===== src/rtl/core/assert_macros.svh =====
// Assertion macros shared by the analyzer RTL.
`ifndef ASSERT_MACROS_SVH
`define ASSERT_MACROS_SVH
`define ASSERT_IMPL(label, clk, rstn, prop) \
    label: assert property (@(posedge clk) disable iff (!rstn) prop) \
        else $error("assertion failed");
`define ASSERT_NEVER(label, clk, rstn, cond) \
    label: assert property (@(posedge clk) disable iff (!rstn) !(cond)) \
        else $error("forbidden condition");
`endif


===== src/rtl/core/tbpa_pkg.sv =====
// Package: shared types and constants of the three-band peak analyzer.
`default_nettype none
package tbpa_pkg;
    localparam int PEAK_W = 26;
    localparam int ST_W   = 40;
    localparam logic [1:0] MODE_SAMPLE  = 2'd0;
    localparam logic [1:0] MODE_READ    = 2'd1;
    localparam logic [1:0] MODE_RESTART = 2'd2;
    localparam logic [1:0] REG_LOW_COEF  = 2'd0;
    localparam logic [1:0] REG_HIGH_COEF = 2'd1;
    localparam logic [1:0] REG_TOTAL     = 2'd2;
    localparam logic [1:0] REG_BUCKETS   = 2'd3;
    localparam logic [PEAK_W-1:0] PEAK_ONE = 26'd256;
    localparam logic [PEAK_W-1:0] PEAK_MAX = {PEAK_W{1'b1}};

    // Three band peaks travel together through the store.
    typedef struct packed {
        logic [PEAK_W-1:0] low;
        logic [PEAK_W-1:0] mid;
        logic [PEAK_W-1:0] high;
    } peaks_t;

    // Saturate a wide signed value to the 40-bit filter state range.
    function automatic logic signed [ST_W-1:0] sat40(input logic signed [63:0] v);
        logic signed [63:0] hi;
        logic signed [63:0] lo;
        hi = 64'sd549755813887;
        lo = -64'sd549755813888;
        if (v > hi) return hi[ST_W-1:0];
        if (v < lo) return lo[ST_W-1:0];
        return v[ST_W-1:0];
    endfunction

    // Magnitude with 8 fraction bits dropped, saturated to the peak width.
    function automatic logic [PEAK_W-1:0] to_peak(input logic signed [47:0] v);
        logic [47:0] m;
        m = v[47] ? 48'(-v) : 48'(v);
        m = m >> 8;
        return (m > 48'(PEAK_MAX)) ? PEAK_MAX : m[PEAK_W-1:0];
    endfunction
endpackage
`default_nettype wire


===== src/rtl/core/tbpa_div.sv =====
// Shared restoring divider: quotient of a numerator by a divisor, one bit a cycle.
`default_nettype none
module tbpa_div
    import tbpa_pkg::*;
#(
    parameter int NUM_W = 44,
    parameter int DEN_W = 32
) (
    input  wire logic             aclk,
    input  wire logic             aresetn,
    input  wire logic             start,
    input  wire logic [NUM_W-1:0] num,
    input  wire logic [DEN_W-1:0] den,
    output logic                  done,
    output logic [NUM_W-1:0]      quot
);
    localparam int CNT_W = $clog2(NUM_W + 1);
    logic [NUM_W-1:0] quot_reg, quot_next;
    logic [DEN_W:0]   rem_reg, rem_next;
    logic [DEN_W-1:0] den_reg;
    logic [CNT_W-1:0] cnt_reg, cnt_next;
    logic             busy_reg, busy_next, done_reg, done_next;
    logic [DEN_W:0]   trial;

    always_comb begin
        quot_next = quot_reg;
        rem_next  = rem_reg;
        cnt_next  = cnt_reg;
        busy_next = busy_reg;
        done_next = 1'b0;
        trial     = {rem_reg[DEN_W-1:0], quot_reg[NUM_W-1]};
        if (start) begin
            quot_next = num;
            rem_next  = '0;
            cnt_next  = CNT_W'(NUM_W);
            busy_next = 1'b1;
        end else if (busy_reg) begin
            if (trial >= {1'b0, den_reg}) begin
                rem_next  = trial - {1'b0, den_reg};
                quot_next = {quot_reg[NUM_W-2:0], 1'b1};
            end else begin
                rem_next  = trial;
                quot_next = {quot_reg[NUM_W-2:0], 1'b0};
            end
            cnt_next = cnt_reg - 1'b1;
            if (cnt_reg == CNT_W'(1)) begin
                busy_next = 1'b0;
                done_next = 1'b1;
            end
        end
    end

    always_ff @(posedge aclk) begin
        if (!aresetn) begin
            busy_reg <= 1'b0;
            done_reg <= 1'b0;
            cnt_reg  <= '0;
        end else begin
            busy_reg <= busy_next;
            done_reg <= done_next;
            cnt_reg  <= cnt_next;
        end
        quot_reg <= quot_next;
        rem_reg  <= rem_next;
        if (start) den_reg <= den;
    end

    assign done = done_reg;
    assign quot = quot_reg;
endmodule
`default_nettype wire


===== config.mk =====
export PLATFORM = sky130hd
export DESIGN_NAME = tbpa_div
export DESIGN_NICKNAME = d
export VERILOG_FILES = /design/src/rtl/core/assert_macros.svh /design/src/rtl/core/tbpa_pkg.sv /design/src/rtl/core/tbpa_div.sv
export SDC_FILE = /design/constraint.sdc
export NUM_CORES = 1
export LEC_CHECK = 0
export BUFFER_PORTS_ARGS = -buffer_cell sky130_fd_sc_hd__buf_2
export CORE_ASPECT_RATIO = 0.9
export CORE_UTILIZATION = 25
export CTS_CLUSTER_DIAMETER = 150
export CTS_CLUSTER_SIZE = 24
export DETAILED_ROUTE_END_ITERATION = 6
export GPL_TIMING_DRIVEN = 1
export PLACE_DENSITY = 0.55
export SYNTH_ARGS = -nofsm -noshare
export SYNTH_HDL_FRONTEND = slang
export SYNTH_SLANG_ARGS = --single-unit

===== constraint.sdc =====
create_clock -name aclk -period 3.12 [get_ports aclk]
set_input_delay 0.468 -clock aclk [delete_from_list [all_inputs] [get_ports aclk]]
set_output_delay 0.468 -clock aclk [all_outputs]
set_load 0.01 [all_outputs]

* After elaboration in Yosys (flattened, before gate mapping)
Cells that the tools add are included.
W data, S select, Z words.
** Cells by class
- Add/sub/neg operators :: 2
- $lt $le $gt $ge :: 1
- Eq/ne operators :: 1
- Multiplexer cells :: 10
- Bitwise operators :: 2
- Reductions and logical operators :: 3
** Operators by type and width (count)
- $mux W44 :: 2
- $ge A33 B32 Y1 :: 1
- $mux W32 :: 1
- $sub A32 B32 Y32 :: 1
- $mux W6 :: 2
- $eq A6 B1 Y1 const B :: 1
- $sub A6 B1 Y6 const B :: 1
- $mux W1 :: 5
- $reduce_or A3 Y1 :: 1
- $not A1 Y1 :: 2
- $reduce_bool A2 Y1 :: 1
- $reduce_or A2 Y1 :: 1
** Word-level totals
- Flip-flop bits (word level) :: 116

* Logic depth before layout (Yosys ltp)
Gate-level depths: netlist of the first run.
- Depth in word-level cells :: 4
- Gate-level depth with buffers :: 15
- Mapped depth without buffers :: 12

* Least setup slack after synthesis of the first run
OpenSTA, ideal clock, no wires.
- Path kind :: register to register
- Start point :: reg quot_reg[43], in the netlist quot[43]
- End point :: reg rem_reg[28]
- Library setup time :: 0.122 ns
- Arrival :: 2.861 ns
- Required time :: 2.998 ns
- Path slack :: 0.137 ns
- Stages on the path, launching flop included :: 13
- Path buffers :: 0
- Clock period less this slack :: 2.983 ns
- Cell sequence :: edfxtp_1 > inv_1 > ha_1 > fa_1 > nand2b_1 > a21oi_1 > a41oi_1 > o311ai_0 > a21oi_1 > a21oi_1 > xnor2_1 > nor3_1 > a311o_1
** On the way
- Longest elaborated chain between the ends :: 2
- Elaborated cells between the ends (all ways) :: 3
- Classes of those cells :: 1 x add/sub; 1 x order compare; 1 x mux
** Ends and longest elaborated chain
- from (decl) :: RTL line tbpa_div.sv:18 : logic [NUM_W-1:0] quot_reg, quot_next;
- from (signal assigned) :: RTL line tbpa_div.sv:63 : quot_reg <= quot_next;
- $sub A32 B32 Y32 / $ge A33 B32 Y1 (equally long branches) :: RTL line tbpa_div.sv:39, tbpa_div.sv:38
- $mux W32 * :: RTL line tbpa_div.sv:38 : if (trial >= {1'b0, den_reg}) begin
- to (signal assigned) :: RTL line tbpa_div.sv:64 : rem_reg <= rem_next;
- to (decl) :: RTL line tbpa_div.sv:19 : logic [DEN_W:0] rem_reg, rem_next;
Mark *: on every way between the ends. The rest lies on a longest branch, timed or not.
A chain may end at the register's enable or synchronous reset.

* Worst setup path in the final report of the first run
- Start point :: reg den_reg[14]
- End point :: reg rem_reg[27]
** On the way
- Longest elaborated chain between the ends :: 2
- Elaborated cells between the ends (all ways) :: 3
- Classes of those cells :: 1 x add/sub; 1 x order compare; 1 x mux
** Ends and longest elaborated chain
- from (decl) :: RTL line tbpa_div.sv:20 : logic [DEN_W-1:0] den_reg;
- from (signal assigned) :: RTL line tbpa_div.sv:65 : if (start) den_reg <= den;
- $sub A32 B32 Y32 / $ge A33 B32 Y1 (equally long branches) :: RTL line tbpa_div.sv:39, tbpa_div.sv:38
- $mux W32 * :: RTL line tbpa_div.sv:38
Marks and branches as above.

==> impl_metrics.yaml, run 1 <==
floorplan:
  die_y_um: 154
  dieArea_mm2: 0.0264
  core_mm2: 0.0252
  num_rows: 55
  die_x_um: 171
  start_util_pct: 25.5
  num_io_pins: 124
place:
  hpwl_um: 11300
  gp_congestion: 0.792
  place_inst: 1064
  placed_cell_area_mm2: 0.00758
  port_buffers: 123
power:
  p_int_mw: 3.56
  clkPwrFrac_pct: 40.0
  p_leak_nw: 3.38
  power_frac_seq_pct: 37.1
  power_density_mw_per_mm2: 611
  vdd_drop_max_mv: 0.311
  switching_share_pct: 30.1
  p_sw_mw: 1.53
  power_frac_comb_pct: 22.9
synthesis:
  ys_async_sr_fraction_pct: 0
  synth_top_area_cell: "edfxtp_1"
  syn_area_per_cell_um2: 10.8
  synth_cell_types: 58
  syn_inst: 598
  ys.flop_type: "edfxtp_1"
  synth_edf_count: 76
  synthTopCellsByCount: "edfxtp_1 (76), nor2_1 (51), inv_1 (45), mux2_2 (45)"
  yosysMostFrequentCell: "edfxtp_1"
  synth_warnings: 0
  syn_area_mm2: 0.00643
  synth_area_leaders: "edfxtp_1 (35%), dfxtp_1 (12%), mux2_2 (7.9%), ha_1 (6.6%), xnor2_1 (3.1%)"
  synth_seq_cells: 116
  synth_top_area_share_pct: 35.5
  synth_fp_nets: 712
  synth-seq-area-share_pct: 47.9
sta:
  fin_tns_setup_ps: 0
  slew_violations: 0
  clock_skew_ps: 11.0
  tightest_slew_ps: 747
  fmax_mhz: 336
  rsz0062_at_grt: "false"
  timing.final.crit_share_pct: 95.4
  period_minus_slack_ps: 2980
  setup_viol: 0
  slew_headroom_pct: 50.2
  final-hold-violation-count: 0
clock_tree:
  cts_tree: "built"
  hold_buffers: 0
  cts_max_level: 4
  cts.clk_slew.worst_paths_ps: 60
  numCtsBuffers: 17
  clock_path_buffers: 2
  clkLatencyLatePin_ps: 430
  cts-root-buf: "clkbuf_16"
  clock-sinks: 116
worst_hold_path:
  hp-class: "in -> reg"
route:
  routed_wl_um: 15700
  wire_per_inst_um: 14.3
  wl_met3_um: 821
  postRouteAntennaNets: 0
  first_pass_iters: 4
  vias: 4999
  drt-initial-drc-count: 212
  m1WireLength_um: 7860
  via_per_inst: 4.55
  drcViolationCount: 0
  highest_layer: "met4"
  wl_met2_um: 6910
job:
  cap_violations: 0
global_route:
  grt_overflow: 0
  grt_pass1_wl_um: 25400
  grt_antenna_before_repair: 0
  grt_pass1_vias: 4948
  grt_usage_pct: 12.3
  grt_max_degree: 109
setup_path:
  path_max_fanout: 7
  endpoint_kind: "flip-flop"
  crit_arrival_ps: 3300
  worst_ep_required_time_ps: 3450
  crit_path_start_kind: "flip-flop"
  crit_type: "reg -> reg"
final_layout:
  largest_reg_flops: 44
  fin_area_mm2: 0.00832
  drive_gt1_share_pct: 33.6
  antennaDiodeCount: 0
  seqCellArea_mm2: 0.00308
  nNetsFinal: 857
  n_fill_cell: 2600
  synthToLayoutAreaGrowth_pct: 29.4
  multi_input_area_mm2: 0.00316
  final_cells: 1098
outcome:
  status: "complete, no violations"
==> power groups by stage <==
stage                     logic (mW)  clock network (mW)  registers (mW)
final                           1.17                2.04            1.89
after global routing            1.29                2.16            1.91
after CTS                       1.13                2.11            1.89
after detailed placement        1.12                   0            1.92
after global placement          1.12                   0            1.91
after floorplan                0.744                   0            1.93
==> critical path, stage by stage, from the launching register on <==
cell	delay, ps
edfxtp_1	320
inv_1	60
ha_4	300
nand4_1	150
or3_1	390
o221a_2	260
nor3b_1	140
o211a_2	180
nor3_4	200
nor2_2	90
or4_1	550
a311oi_2	250
==> logic make-up after synthesis <==
| family | count (synthesis) | share of synthesized area (%) |
|---|---|---|
| compound gates | 135 | 14.5 |
| xor+xnor | 28 | 3.81 |
| flops | 116 | 47.9 |
| mux | 65 | 11.0 |
| fa+ha+maj | 35 | 6.92 |
| buf+inv | 69 | 4.77 |
| simple gates | 150 | 11.0 |
==> per-stage QoR <==
| step | setup WS, ps | power, mW | hold WS (ps) | util [%] |
|---|---|---|---|---|
| floorplan | 137 | 2.67 | 465 | - |
| global placement | -63.0 | 3.03 | 482 | 30.1 |
| detailed placement | -111 | 3.04 | 490 | 30.1 |
| CTS | 6.52 | 5.13 | 195 | 32.6 |
| global route | 5.55 | 5.35 | 193 | 33.1 |
| finish | 145 | 5.09 | 215 | 33.1 |
==> timing repair <==
item	in CTS	in global routing
buffers inserted	0	2
pin swaps	0	5
resized for setup	4	23
setup endpoints to repair	4	31
==> path summary, 6_finish.rpt <==
path                                                  to                     from  cells past startpoint  slack (ps)
worst max register to register  rem_reg[27]$_SDFFE_PP0P_    den_reg[14]$_DFFE_PP_                     11         140
worst max-delay path            rem_reg[27]$_SDFFE_PP0P_    den_reg[14]$_DFFE_PP_                     11         140
worst min-delay path               den_reg[13]$_DFFE_PP_                  den[13]                      1         210
worst min register to register   cnt_reg[1]$_SDFFE_PP0P_  cnt_reg[1]$_SDFFE_PP0P_                      2         500
==> routing by layer <==
metal	vias to the layer above	global-route usage (%)
li1	2510	-
met1	2353	16.6
met2	121	18.9
met3	15	3.97
met4	0	3.02
met5	-	0
==> final cells by class <==
class                           instances  share of cell area [%]
Inverter                               45                    2.03
Clock inverter                         15                    2.19
Tap cell                              342                    5.14
Timing Repair Buffer                  150                    10.5
Clock buffer                           17                    5.11
Multi-Input combinational cell        413                    38.0
Sequential cell                       116                    37.1
==> cell usage in the layout (no fill, tap or decap), drive strengths merged, types with 3 or more instances in the layout <==
| cell type | n |
|---|---|
| mux2 | 45 |
| o211ai | 4 |
| o21a | 7 |
| buf | 150 |
| nor2b | 5 |
| nand3 | 5 |
| a21o | 9 |
| a21oi | 31 |
| a31oi | 5 |
| nor2 | 52 |
| o31ai | 4 |
| xor2 | 5 |
| o21bai | 4 |
| mux2i | 20 |
| nor4 | 5 |
| a21boi | 3 |
| a211oi | 25 |
| o21ai | 16 |
| nand4 | 9 |
| clkbuf | 17 |
| edfxtp | 76 |
| or3 | 4 |
| nor3 | 13 |
| or2 | 3 |
| nand2b | 5 |
| nand2 | 41 |
| xnor2 | 23 |
| a311oi | 8 |
| ha | 34 |
| dfxtp | 40 |
| inv | 55 |
| o311ai | 5 |
Power figures use the tool's default switching activity.
==> inputs of run 2 (changes only) <==
--- a/config.mk
+++ b/config.mk
@@ -13,5 +13,6 @@
 export DETAILED_ROUTE_END_ITERATION = 6
 export GPL_TIMING_DRIVEN = 1
-export PLACE_DENSITY = 0.55
+export PLACE_DENSITY = 0.53
+export RECOVER_POWER = 25
 export SYNTH_ARGS = -nofsm -noshare
 export SYNTH_HDL_FRONTEND = slang
==> constraint.sdc (replaced) <==
create_clock -name aclk -period 3.8 [get_ports aclk]
set_input_delay 0.19 -clock aclk [delete_from_list [all_inputs] [get_ports aclk]]
set_output_delay 0.19 -clock aclk [all_outputs]
set_load 0.01 [all_outputs]
==> run 2 against run 1 <==
Effect of this change:
- the flow now finishes with violations (capacitance limit, slew limit)
- die area did not move
- worst hold slack got worse by 170 ps
- final cell count rose by 1.0%
- critical path depth rose by 1
- sequential power fell by 19%
- largest cell class is now sequential cells
==> impl_metrics.yaml, run 2 (synthesis gave the netlist of run 1 again) <==
outcome:
  status: "finished, violations left"
  failed_checks: "capacitance limit, slew limit"
setup_path:
  endpoint_kind: "flip-flop"
  reg2reg_to: "rem_reg[30]$_SDFFE_PP0P_"
  r2r_start: "quot[43]$_DFFE_PP_"
  crit_type: "reg -> reg"
  rrSetupSlack_ps: 370
  cp-endpoint: "rem_reg[30]$_SDFFE_PP0P_"
  crit_arrival_ps: 3750
  path_max_fanout: 5
  crit_path_start_kind: "flip-flop"
  worst_ep_required_time_ps: 4120
  rr_worst_depth: 12
  cp-startpoint: "quot[43]$_DFFE_PP_"
sta:
  fmax_mhz: 291
  setup_viol: 0
  clock_skew_ps: 8.18
  tightest_slew_ps: 1800
  rsz0062_at_grt: "false"
  period_minus_slack_ps: 3430
  timing.final.crit_share_pct: 90.4
  slew_violations: 35
  slew_headroom_pct: -20.2
  final-hold-violation-count: 0
  fin_tns_setup_ps: 0
power:
  power_frac_seq_pct: 38.7
  power_density_mw_per_mm2: 482
  p_sw_mw: 1.24
  power_frac_comb_pct: 22.0
  clkPwrFrac_pct: 39.4
  p_int_mw: 2.75
  vdd_drop_max_mv: 0.229
  p_leak_nw: 3.37
  switching_share_pct: 31.1
clock_tree:
  ctsResizeCount: 0
  clkLatencyLatePin_ps: 420
  cts-root-buf: "clkbuf_16"
  cts.clk_slew.worst_paths_ps: 60
  cts_max_level: 4
  clock_path_buffers: 2
  numCtsBuffers: 17
  cts_tree: "built"
  clock-sinks: 116
  cts_setup_buffers: 0
floorplan:
  start_util_pct: 25.5
  core_mm2: 0.0252
  die_x_um: 171
  die_y_um: 154
  num_io_pins: 124
  dieArea_mm2: 0.0264
  num_rows: 55
place:
  port_buffers: 123
  hpwl_um: 11000
  placed_cell_area_mm2: 0.00739
  gp_congestion: 0.805
  place_inst: 1045
global_route:
  grt_max_degree: 77
  grt_antenna_before_repair: 0
  grt_overflow: 0
  busiest_layer: "met2"
  grt_pass1_wl_um: 25400
  grt_pass1_vias: 4975
  grt_use_met1_pct: 16.9
  grt_usage_pct: 12.2
  use_met2_pct: 18.4
  grt.met3_usage_pct: 3.92
final_layout:
  seqCellArea_mm2: 0.00308
  final_util_pct: 32.9
  synthToLayoutAreaGrowth_pct: 28.8
  largest_reg_flops: 44
  final_common_cell: "buf_2"
  final_cells: 1109
  multi_input_area_mm2: 0.00305
  fin_area_mm2: 0.00829
  final_cell_mix: "buf_2 (120), edfxtp_1 (76), nor2_1 (51), inv_1 (45), mux2_2 (45)"
  antennaDiodeCount: 0
  n_fill_cell: 2667
  drive_gt1_share_pct: 27.8
  nNetsFinal: 868
route:
  wire_per_inst_um: 13.8
  via_per_inst: 4.48
  drt-initial-drc-count: 290
  first_pass_iters: 4
  drcViolationCount: 0
  postRouteAntennaNets: 0
  vias: 4967
  routed_wl_um: 15300
worst_hold_path:
  hp-class: "in -> reg"
job:
  cap_violations: 1
-- run 2: cell types whose count changed in the layout (fill, tap and decap cells not counted), sizes merged --
cell,previous run,this run
dlygate4sd3,0,32
buf,150,127
bufinv,2,0
clkbuf,17,19
clkinv,2,4
-- run 2: per-stage QoR --
stage	worst slack [ps]	hold slack (ps)	power, mW
global placement	565	368	2.42
floorplan	817	289	2.20
global route	53.2	32.0	4.22
finish	365	42.1	3.99
detailed placement	413	368	2.43
CTS	398	25.2	4.06
-- run 2: worst min-delay path by stage --
| stage | depth (start not counted) | start | to | slack (ps) |
|---|---|---|---|---|
| after floorplan | 0 | den[0] | den_reg[0]$_DFFE_PP_ | 290 |
| after global placement | 1 | den[3] | den_reg[3]$_DFFE_PP_ | 370 |
| after detailed placement | 1 | den[8] | den_reg[8]$_DFFE_PP_ | 370 |
| after CTS | 2 | aresetn | cnt_reg[5]$_SDFFE_PN0P_ | 30 |
| after global routing | 2 | aresetn | cnt_reg[5]$_SDFFE_PN0P_ | 30 |
| final | 2 | aresetn | cnt_reg[5]$_SDFFE_PN0P_ | 40 |
-- run 2: worst max-delay path, cell delays in order, from the launching register on --
cell and delay [ps]:
edfxtp_1 370, inv_1 50, ha_1 220, fa_1 380, nand2b_1 190, a21oi_1 260, a41oi_1 340, o311ai_0 440
a21oi_1 180, a21oi_1 290, mux2i_1 240, o21ai_0 110, a311oi_1 270
-- run 2: power groups by stage --
| stage | Clock, mW | Sequential [mW] | Combinational (mW) |
|---|---|---|---|
| final | 1.57 | 1.54 | 0.877 |
| after global routing | 1.68 | 1.56 | 0.980 |
| after CTS | 1.62 | 1.55 | 0.889 |
| after detailed placement | 0 | 1.57 | 0.855 |
| after global placement | 0 | 1.57 | 0.856 |
| after floorplan | 0 | 1.58 | 0.611 |
-- run 2: cell type report --
type                            count  share of cell area [%]
Clock inverter                     15                    1.90
Sequential cell                   116                    37.2
Tap cell                          342                    5.16
Inverter                           45                    2.04
Timing Repair Buffer              161                    11.8
Clock buffer                       17                    5.13
Multi-Input combinational cell    413                    36.8
-- run 2: routing by layer --
metal | part of all wire (%) | vias up | wire (um)
met1 | 50 | 2304 | 7640
met3 | 5.7 | 9 | 879
met5 | 0 | - | 0
li1 | - | 2539 | -
met2 | 44 | 115 | 6720
met4 | 0.62 | 0 | 95
-- run 2: timing repair --
| action | 4_1_cts | 5_1_grt |
|---|---|---|
| hold buffers | 32 | 0 |
| endpoints found under the setup margin | 0 | 0 |
| hold endpoints to repair | 32 | 0 |
